<file path="src/design/shss_pkg.sv">
// shss_pkg: shared types, codes and winding tables for the stepper half-step sequencer
// no dependencies; imported by stepper_half_step_sequencer
package shss_pkg;

  typedef logic [2:0] phase_t;
  typedef logic [3:0] coil_t;

  // request action codes
  localparam logic ACT_LOAD = 1'b0;
  localparam logic ACT_TICK = 1'b1;

  // phase codes, none means no full phase reached yet
  localparam phase_t PHASE_NONE  = 3'd0;
  localparam phase_t PHASE_FIRST = 3'd1;
  localparam phase_t PHASE_LAST  = 3'd4;

  // two windings driven on each full phase
  function automatic coil_t full_coils(input phase_t p);
    coil_t c;
    unique case (p)
      3'd1:    c = 4'h5;
      3'd2:    c = 4'h6;
      3'd3:    c = 4'hA;
      3'd4:    c = 4'h9;
      default: c = 4'h0;
    endcase
    return c;
  endfunction

  // single winding between phases, clockwise
  function automatic coil_t half_cw_coils(input phase_t p);
    coil_t c;
    unique case (p)
      3'd1:    c = 4'h4;
      3'd2:    c = 4'h2;
      3'd3:    c = 4'h8;
      3'd4:    c = 4'h1;
      default: c = 4'h0;
    endcase
    return c;
  endfunction

  // single winding between phases, counter-clockwise
  function automatic coil_t half_ccw_coils(input phase_t p);
    coil_t c;
    unique case (p)
      3'd1:    c = 4'h1;
      3'd2:    c = 4'h4;
      3'd3:    c = 4'h2;
      3'd4:    c = 4'h8;
      default: c = 4'h0;
    endcase
    return c;
  endfunction

  // phase after one full step; out-of-range phases count as none
  function automatic phase_t next_full_phase(input phase_t p, input logic cw);
    phase_t q;
    q = (p > PHASE_LAST) ? PHASE_NONE : p;
    if (cw) begin
      return (q == PHASE_LAST) ? PHASE_FIRST : phase_t'(q + 3'd1);
    end
    return (q <= PHASE_FIRST) ? PHASE_LAST : phase_t'(q - 3'd1);
  endfunction

endpackage

</file>
<file path="src/design/stepper_half_step_sequencer.sv">
// stepper_half_step_sequencer: four-winding stepper sequencer, full and half stepping
// depends on shss_pkg for tables, phase codes and action codes
//
// usage
//   input channel (in_valid / in_stall): one request per item. action load takes a
//   signed step count and the stepping mode; action tick makes one step while the
//   count is nonzero, moving it one toward zero. the sign of the count sets the
//   direction, flipped when the reverse_direction register (cfg_wr_en/cfg_wr_data)
//   is set; write it only while the block is idle
//   result channel (out_valid / out_stall): exactly one request per input request,
//   carrying the coil drive, half-step position, remaining count and a moved flag
//   latency: a request accepted at one edge is offered on out_valid after the next
//   edge (input register, then the state update into the result register) and can
//   be taken at the edge after that
//   throughput: one request per cycle sustained, the state update is a single pass
//   of small logic (one 32-bit add and table lookups) between the two registers
//   stall: while out_stall holds a result, the input register keeps one request
//   and in_stall rises only once that register is also full; nothing is dropped
//   reset (rst_n low, synchronous): both registers empty, all sequencer state and
//   the reverse_direction register cleared, in_stall low
module stepper_half_step_sequencer (
  input  logic               clk,
  input  logic               rst_n,
  // configuration
  input  logic               cfg_wr_en,
  input  logic               cfg_wr_data,
  // input requests
  input  logic               in_valid,
  output logic               in_stall,
  input  logic               in_action,
  input  logic signed [15:0] in_target_steps,
  input  logic               in_half_mode,
  // result requests
  output logic               out_valid,
  input  logic               out_stall,
  output shss_pkg::coil_t    out_coils,
  output logic signed [31:0] out_position,
  output logic signed [15:0] out_steps_left,
  output logic               out_moved
);
  import shss_pkg::*;

  // configuration register
  logic rev_r;

  // input register
  logic        s1_valid_r;
  logic        s1_action_r;
  logic [15:0] s1_target_r;
  logic        s1_half_r;

  // sequencer state
  phase_t      phase_r,        phase_nxt;
  logic        half_pending_r, half_pending_nxt;
  coil_t       coil_r,         coil_nxt;
  logic [31:0] pos_r,          pos_nxt;
  logic [15:0] remaining_r,    remaining_nxt;
  logic        half_en_r,      half_en_nxt;
  logic        moved_nxt;

  // result register
  logic        out_valid_r;
  coil_t       out_coils_r;
  logic [31:0] out_pos_r;
  logic [15:0] out_left_r;
  logic        out_moved_r;

  logic in_take;
  logic s1_adv;
  logic stepping;
  logic negative;
  logic cw;
  logic do_full;
  logic [31:0] pos_m1;

  // input register advances when the result register is free or being emptied
  assign s1_adv   = s1_valid_r && (!out_valid_r || !out_stall);
  assign in_stall = s1_valid_r && !s1_adv;
  assign in_take  = in_valid && !in_stall;

  always_ff @(posedge clk) begin
    if (!rst_n) begin
      rev_r <= 1'b0;
    end else if (cfg_wr_en) begin
      rev_r <= cfg_wr_data;
    end
  end

  always_ff @(posedge clk) begin
    if (!rst_n) begin
      s1_valid_r <= 1'b0;
    end else if (in_take) begin
      s1_valid_r <= 1'b1;
    end else if (s1_adv) begin
      s1_valid_r <= 1'b0;
    end
  end

  always_ff @(posedge clk) begin
    if (in_take) begin
      s1_action_r <= in_action;
      s1_target_r <= in_target_steps;
      s1_half_r   <= in_half_mode;
    end
  end

  // step decode
  assign stepping = (s1_action_r == ACT_TICK) && (remaining_r != 16'd0);
  assign negative = remaining_r[15];
  assign cw       = !negative ^ rev_r;
  assign do_full  = !half_en_r || half_pending_r;
  assign pos_m1   = pos_r - 32'd1;

  always_comb begin
    phase_nxt        = phase_r;
    half_pending_nxt = half_pending_r;
    coil_nxt         = coil_r;
    pos_nxt          = pos_r;
    remaining_nxt    = remaining_r;
    half_en_nxt      = half_en_r;
    moved_nxt        = 1'b0;
    if (s1_action_r == ACT_LOAD) begin
      // new count and mode, phase and position carry on
      remaining_nxt = s1_target_r;
      half_en_nxt   = s1_half_r;
    end else if (stepping) begin
      moved_nxt     = 1'b1;
      remaining_nxt = negative ? remaining_r + 16'd1 : remaining_r - 16'd1;
      if (do_full) begin
        phase_nxt = next_full_phase(phase_r, cw);
        coil_nxt  = full_coils(next_full_phase(phase_r, cw));
        if (half_en_r) begin
          // finishing a half step: snap to even against travel, then full step
          half_pending_nxt = 1'b0;
          pos_nxt = cw ? {pos_r[31:1], 1'b0} + 32'd2 : {pos_m1[31:1], 1'b0};
        end else begin
          pos_nxt = cw ? pos_r + 32'd2 : pos_r - 32'd2;
        end
      end else begin
        // first half: one winding between full phases
        half_pending_nxt = 1'b1;
        if (phase_r >= PHASE_FIRST && phase_r <= PHASE_LAST) begin
          if (cw) begin
            coil_nxt = half_cw_coils(phase_r);
            pos_nxt  = pos_r + 32'd1;
            if (phase_r == PHASE_LAST) begin
              phase_nxt = PHASE_NONE;
            end
          end else begin
            coil_nxt = half_ccw_coils(phase_r);
            pos_nxt  = pos_m1;
          end
        end
      end
    end
  end

  always_ff @(posedge clk) begin
    if (!rst_n) begin
      phase_r        <= PHASE_NONE;
      half_pending_r <= 1'b0;
      coil_r         <= 4'h0;
      pos_r          <= 32'd0;
      remaining_r    <= 16'd0;
      half_en_r      <= 1'b0;
    end else if (s1_adv) begin
      phase_r        <= phase_nxt;
      half_pending_r <= half_pending_nxt;
      coil_r         <= coil_nxt;
      pos_r          <= pos_nxt;
      remaining_r    <= remaining_nxt;
      half_en_r      <= half_en_nxt;
    end
  end

  // result register, refilled in the same cycle it is taken
  always_ff @(posedge clk) begin
    if (!rst_n) begin
      out_valid_r <= 1'b0;
    end else if (s1_adv) begin
      out_valid_r <= 1'b1;
    end else if (!out_stall) begin
      out_valid_r <= 1'b0;
    end
  end

  always_ff @(posedge clk) begin
    if (s1_adv) begin
      out_coils_r <= coil_nxt;
      out_pos_r   <= pos_nxt;
      out_left_r  <= remaining_nxt;
      out_moved_r <= moved_nxt;
    end
  end

  assign out_valid      = out_valid_r;
  assign out_coils      = out_coils_r;
  assign out_position   = $signed(out_pos_r);
  assign out_steps_left = $signed(out_left_r);
  assign out_moved      = out_moved_r;

endmodule

</file>
<file path="config.mk">
export PLATFORM = sky130hd
export DESIGN_NAME = stepper_half_step_sequencer
export DESIGN_NICKNAME = d
export VERILOG_FILES = /design/src/design/shss_pkg.sv /design/src/design/stepper_half_step_sequencer.sv
export SDC_FILE = /design/constraint.sdc
export NUM_CORES = 1
export LEC_CHECK = 0
export ABC_AREA = 1
export BUFFER_PORTS_ARGS = -buffer_cell sky130_fd_sc_hd__buf_2
export CAP_MARGIN = 40
export CORE_MARGIN = 3
export CORE_UTILIZATION = 60
export DETAILED_ROUTE_END_ITERATION = 6
export GPL_ROUTABILITY_DRIVEN = 0
export GPL_TIMING_DRIVEN = 0
export PLACE_DENSITY = 0.8
export REMOVE_ABC_BUFFERS = 1
export SLEW_MARGIN = 20
export SYNTH_ARGS = -nofsm -noshare
export SYNTH_HDL_FRONTEND = slang
export SYNTH_SLANG_ARGS = --single-unit
</file>
<file path="constraint.sdc">
create_clock -name clk -period 3.5 [get_ports clk]
set_input_delay 0.525 -clock clk [delete_from_list [all_inputs] [get_ports clk]]
set_output_delay 0.525 -clock clk [all_outputs]
set_load 0.03 [all_outputs]
</file>
Word level (Yosys, flattened, before mapping). Index checks and enable logic that the tools add are counted.

Output and inout bits: 55. Bits in registers: 131.

Reductions and logical operators: 21. Order comparisons: 4. Muxes and demuxes: 42. Bitwise operators: 2. Add/sub/neg operators: 9. Equal/unequal tests: 11.

Operators by type and width (count): $mux 32 (8); $add 32x2->32 const B (2); $mux 16 (3); $pmux 4 s4 (3); $mux 3 (12); $add 32x1->32 const B (1); $sub 32x1->32 const B (1); $sub 32x2->32 const B (1); $mux 4 (5); $add 16x1->16 const B (1); $reduce_bool 16->1 (1); $sub 16x1->16 const B (1); $eq 3x2->1 const B (4); $mux 1 (11); $eq 3x3->1 const B (3); $reduce_bool 2->1 (4); $eq 3x1->1 const B (2); $logic_not 1->1 (6); $reduce_and 6->1 (1); $logic_and 1x1->1 (5); $reduce_and 4->1 (1); $add 3x1->3 const B (1); $ge 3x1->1 const B (1); $gt 3x3->1 const B (1); 9 further kinds (10).

Logic depth before layout (Yosys ltp).
Depth after elaboration: 15. Gate-level depth with buffers: 15. Gate-level depth less buffers: 14.

Least setup slack after synthesis. No wires, ideal clock.

Kind: register -> register. Start point: reg pos_r[2]. End point: reg out_pos_r[23] (netlist: out_position[23]), data pin. Required time: 3.237 ns. Stages on the path, launching flop included: 15. Path slack: 1.489 ns. Arrival time: 1.748 ns. Period minus slack after synthesis: 2.011 ns. Cell sequence: dfxtp_1 -> buf_4 -> inv_1 -> ha_1 -> nand2_1 -> nor2_2 -> nand2_1 -> nor2_1 -> nand3_1 -> nand3_1 -> nand2_1 -> a21oi_1 -> nand2_1 -> nand2_1 -> o21ai_1.

Word-level cells in the longest chain between the ends: 6. Elaborated cells on any way between the ends: 13. Classes of those cells: add/sub (5); mux (8).

Ends and longest elaborated chain: start, declared (RTL line stepper_half_step_sequencer.sv:56) `logic [31:0] pos_r, pos_nxt;`; start signal, assigned (RTL line stepper_half_step_sequencer.sv:170) `pos_r <= pos_nxt;`; $sub 32x1->32, or another cell as far along (RTL line stepper_half_step_sequencer.sv:112) `assign pos_m1 = pos_r - 32'd1;`; $mux 32, on equally long branches (RTL line stepper_half_step_sequencer.sv:143, stepper_half_step_sequencer.sv:135, stepper_half_step_sequencer.sv:137); $mux 32, on equally long branches (RTL line stepper_half_step_sequencer.sv:142, stepper_half_step_sequencer.sv:132); $mux 32 (*) (RTL line stepper_half_step_sequencer.sv:129) `if (do_full) begin`; $mux 32 (*) (RTL line stepper_half_step_sequencer.sv:126) `end else if (stepping) begin`; $mux 32 (*) (RTL line stepper_half_step_sequencer.sv:122) `if (s1_action_r == ACT_LOAD) begin`; named net pos_nxt[23] (RTL line stepper_half_step_sequencer.sv:56); end signal, assigned (RTL line stepper_half_step_sequencer.sv:190) `out_pos_r <= pos_nxt;`; end, declared (RTL line stepper_half_step_sequencer.sv:64) `logic [31:0] out_pos_r;`.

The timed path passes the listed nets; every way through them passes the cells marked *. A chain may end at the register's enable or synchronous reset.

Worst setup path in the final report.
Start point: reg half_en_r. End point: reg out_pos_r[4] (netlist: out_position[4]), data pin.

Word-level cells in the longest chain between the ends: 5. Elaborated cells on any way between the ends: 6. Classes of those cells: mux (4); reduce/logical (2).

Ends and longest elaborated chain: start, declared (RTL line stepper_half_step_sequencer.sv:58) `logic half_en_r, half_en_nxt;`; start signal, assigned (RTL line stepper_half_step_sequencer.sv:172) `half_en_r <= half_en_nxt;`; $logic_not 1->1 (RTL line stepper_half_step_sequencer.sv:111) `assign do_full = !half_en_r || half_pending_r;`; $logic_or 1x1->1 (RTL line stepper_half_step_sequencer.sv:111); $mux 32 (*) (RTL line stepper_half_step_sequencer.sv:129); $mux 32 (*) (RTL line stepper_half_step_sequencer.sv:126); $mux 32 (*) (RTL line stepper_half_step_sequencer.sv:122); named net pos_nxt[4] (RTL line stepper_half_step_sequencer.sv:56).

Marked as above.

==> key figures <==
Setup path
  – Critical path data arrival time: 3.71 ns
  – CP most frequent cell: inv_2
  – Critical path origin: half_en_r
  – CP max FO: 26
  – Reg2reg end: out_position[4]
  – Critical path cell sequence: inv_2 > nor2_4 > inv_2 > nor2_4 > buf_16 > inv_2 > o22ai_1 > nand2_1 > o211ai_1 > nand2_1 > o21ai_0
  – Number of cells on the worst reg-to-reg path: 11
  – Kind of end point of the critical path: flip-flop
  – Critical path class: reg -> reg
  – Required time worst endpoint: 3.72 ns
  – CP Launch Type: flip-flop
  – Slowest CP cell: dfxtp_2
  – R2r startpoint: half_en_r
  – Setup crit end: out_position[4]
  – Reg2reg setup slack: 0.02 ns
  – CP max stage delay: 0.66 ns

Pwr
  – P_leak: 5.24 nW
  – Overall Power: 5.45 mW
  – Power per cell area: 481 nW/µm²
  – Max VDD drop: 0.385 mV

Place
  – Dpl hpwl: 21000 µm
  – IO Port Bufs: 78
  – Placed cell area: 10700 µm²

Drt
  – Routed WL per cell: 16.8 µm
  – Drt drc: 36
  – DRT Pass-1 Iters: 7
  – Final ANT Viol Nets: 0
  – Via/cell ratio: 5.96
  – Vias: 10862
  – DRT iter0 DRCs: 1192
  – WL final: 30600 µm

Final layout
  – Fraction of layout cells with a size suffix above 1: 0.123
  – Antenna Cells: 0
  – Layout area overhead: 11.3%
  – NumNets Final: 1636
  – Fin area: 11300 µm²

Global routing
  – Grt ovf: 0
  – Largest net degree at the start of global routing: 47
  – Initial antenna violation count: 0
  – First-pass GRT wire length: 48500 µm
  – All-layer global routing usage: 0.331
  – Vias in the first global route: 9802

Synth
  – Top_reg_cell synth: edfxtp_1
  – Netlist cell types: 46
  – Syn Inst Count: 1551
  – Synth Area in Adders: 0.0290
  – XOR/XNOR Fraction of Synth Area: 0.0353
  – Top cell type's share of synthesized area: 0.209
  – Post-synth top area cell: edfxtp_1
  – Compound-Gate Fraction of Synth Area: 0.158
  – Top cells by area, synth: edfxtp_1 (21%), nand2_1 (15%), dfxtp_1 (12%)
  – Yosys reg bits: 131
  – Simple-gate area share of the yosys netlist: 0.344
  – Synth Warn #: 0
  – Post-synthesis mux area share: 0
  – Cell area after synthesis: 10200 µm²
  – Post-synth EDFFs: 71
  – Synth Area per Inst: 6.57 µm²
  – Largest family of logic cells by synthesized area: simple AND/OR/NAND/NOR gates
  – Top-count cell post-synth: nand2_1
  – Sequential-to-total area share from yosys stat: 0.327
  – Synth cell count leaders: nand2_1 (397), inv_1 (171), nor2_1 (163)
  – Async set-reset flop share out of synthesis: 0

Timing
  – Hold slack: 0.261 ns
  – Final Hold Fails: 0
  – Max-slew headroom: 0.456
  – Fmax: 287 MHz
  – Setup_tns: 0 ns
  – Tcrit/Tclk final: 0.995
  – Setup violators final: 0
  – Final max-slew violation count: 0
  – RSZ-0062 raised after global routing: no
  – Setup Skew: 0.0128 ns
  – Actual slew at the worst max-slew pin: 0.816 ns
  – Min Tclk post-route: 3.48 ns

Min path
  – Critical hold path startpoint: in_target_steps[12]
  – HP Class: in -> reg

Run status
  – Outcome: complete, but fails checks
  – Failing checks: design-rule violations

Clocking
  – Register clock-pin slew on the reported worst setup and hold paths: 0.06 ns
  – Clock Path Buffers: 2
  – Cts-stage hold buffer count: 0
  – Sink Count: 131
  – CTS buffer count: 17
  – TritonCTS clock tree: yes
  – Clock network latency to the later pin of the worst-skew pair: 0.44 ns
  – Root Driver: clkbuf_16
  – H-tree lvl count: 4

Floorplanning
  – Die height: 136 µm
  – # rows: 47
  – Width of the die: 136 µm
  – Die area: 18600 µm²
  – IO Pins: 79
  – Core footprint: 16600 µm²
  – Initial Utilization: 0.614

Run
  – Max Cap Viol: 0
state kept, by name, summed over array words and instances, names as in the netlist:
signal / flops
out_position: 32
pos_r: 32
out_steps_left: 16
remaining_r: 16
s1_target_r: 16
coil_r: 4
out_coils: 4
phase_r: 3
half_en_r: 1
half_pending_r: 1
out_moved: 1
out_valid: 1
rev_r: 1
s1_action_r: 1
s1_half_r: 1
s1_valid_r: 1
how the worst min path moves through the flow:
stage	to	cells past startpoint
after floorplan	out_valid	2
after global placement	out_valid	2
after detailed placement	half_pending_r	2
after CTS	s1_target_r[8]	1
after global routing	s1_target_r[4]	1
final	s1_target_r[12]	1
cell usage in the layout, fill, tap and decap left out, types with 32 or more instances in the layout:
master,count
nand2_1,397
inv_1,169
nor2_1,160
nand3_1,156
a21oi_1,104
o21ai_0,102
buf_2,78
edfxtp_1,71
dfxtp_1,59
o21ai_1,36
xor2_1,32
metrics by stage:
stage               setup WS, ns  cells   util
floorplan                  -2.94   1481      -
global placement           -7.01   1779  0.632
detailed placement        -0.599   1787  0.645
CTS                      -0.0169   1819  0.682
global route             0.00582   1822  0.683
finish                    0.0165   1822  0.683
repair_timing:
item                       CTS  global route
resized for setup            2             1
pin swaps                    1             2
buffers inserted             0             3
setup endpoints to repair   36            14
per-layer routing:
layer / GRT usage / vias to the layer above / part of all wire
met5: 0 / - / 0
met4: 0.185 / 0 / 0.055
met3: 0.0799 / 153 / 0.10
met2: 0.528 / 691 / 0.45
met1: 0.410 / 4838 / 0.39
li1: - / 5180 / -
kinds of logic after synthesis:
group	after synthesis
AO/OA/AOI/OAI	297
buffers and inverters	262
adder cells (fa/ha/maj)	23
XOR/XNOR	41
AND/OR/NAND/NOR	797
flip-flops	131
cell type report:
| cell class | instances | area, µm² |
|---|---|---|
| clock buffer | 20 | 447 |
| clock inverter | 12 | 168 |
| fill | 1443 | 5250 |
| inverter | 192 | 724 |
| multi-input combinational | 1158 | 5780 |
| sequential | 131 | 3330 |
| tap | 220 | 275 |
| timing repair buffer | 89 | 603 |
report_power, final:
part	internal, mW	switching [mW]
logic	0.524	1.16
registers	1.76	0.106
clock network	1.15	0.742
worst max-delay path: cells and delay by family, from the launching register on:
kind            cells  cell delay [ns]
flops               1             0.66
simple gates        4             1.03
buf+inv             4             1.12
compound gates      3             0.43
No activity file was read; power rests on OpenSTA's default activity.
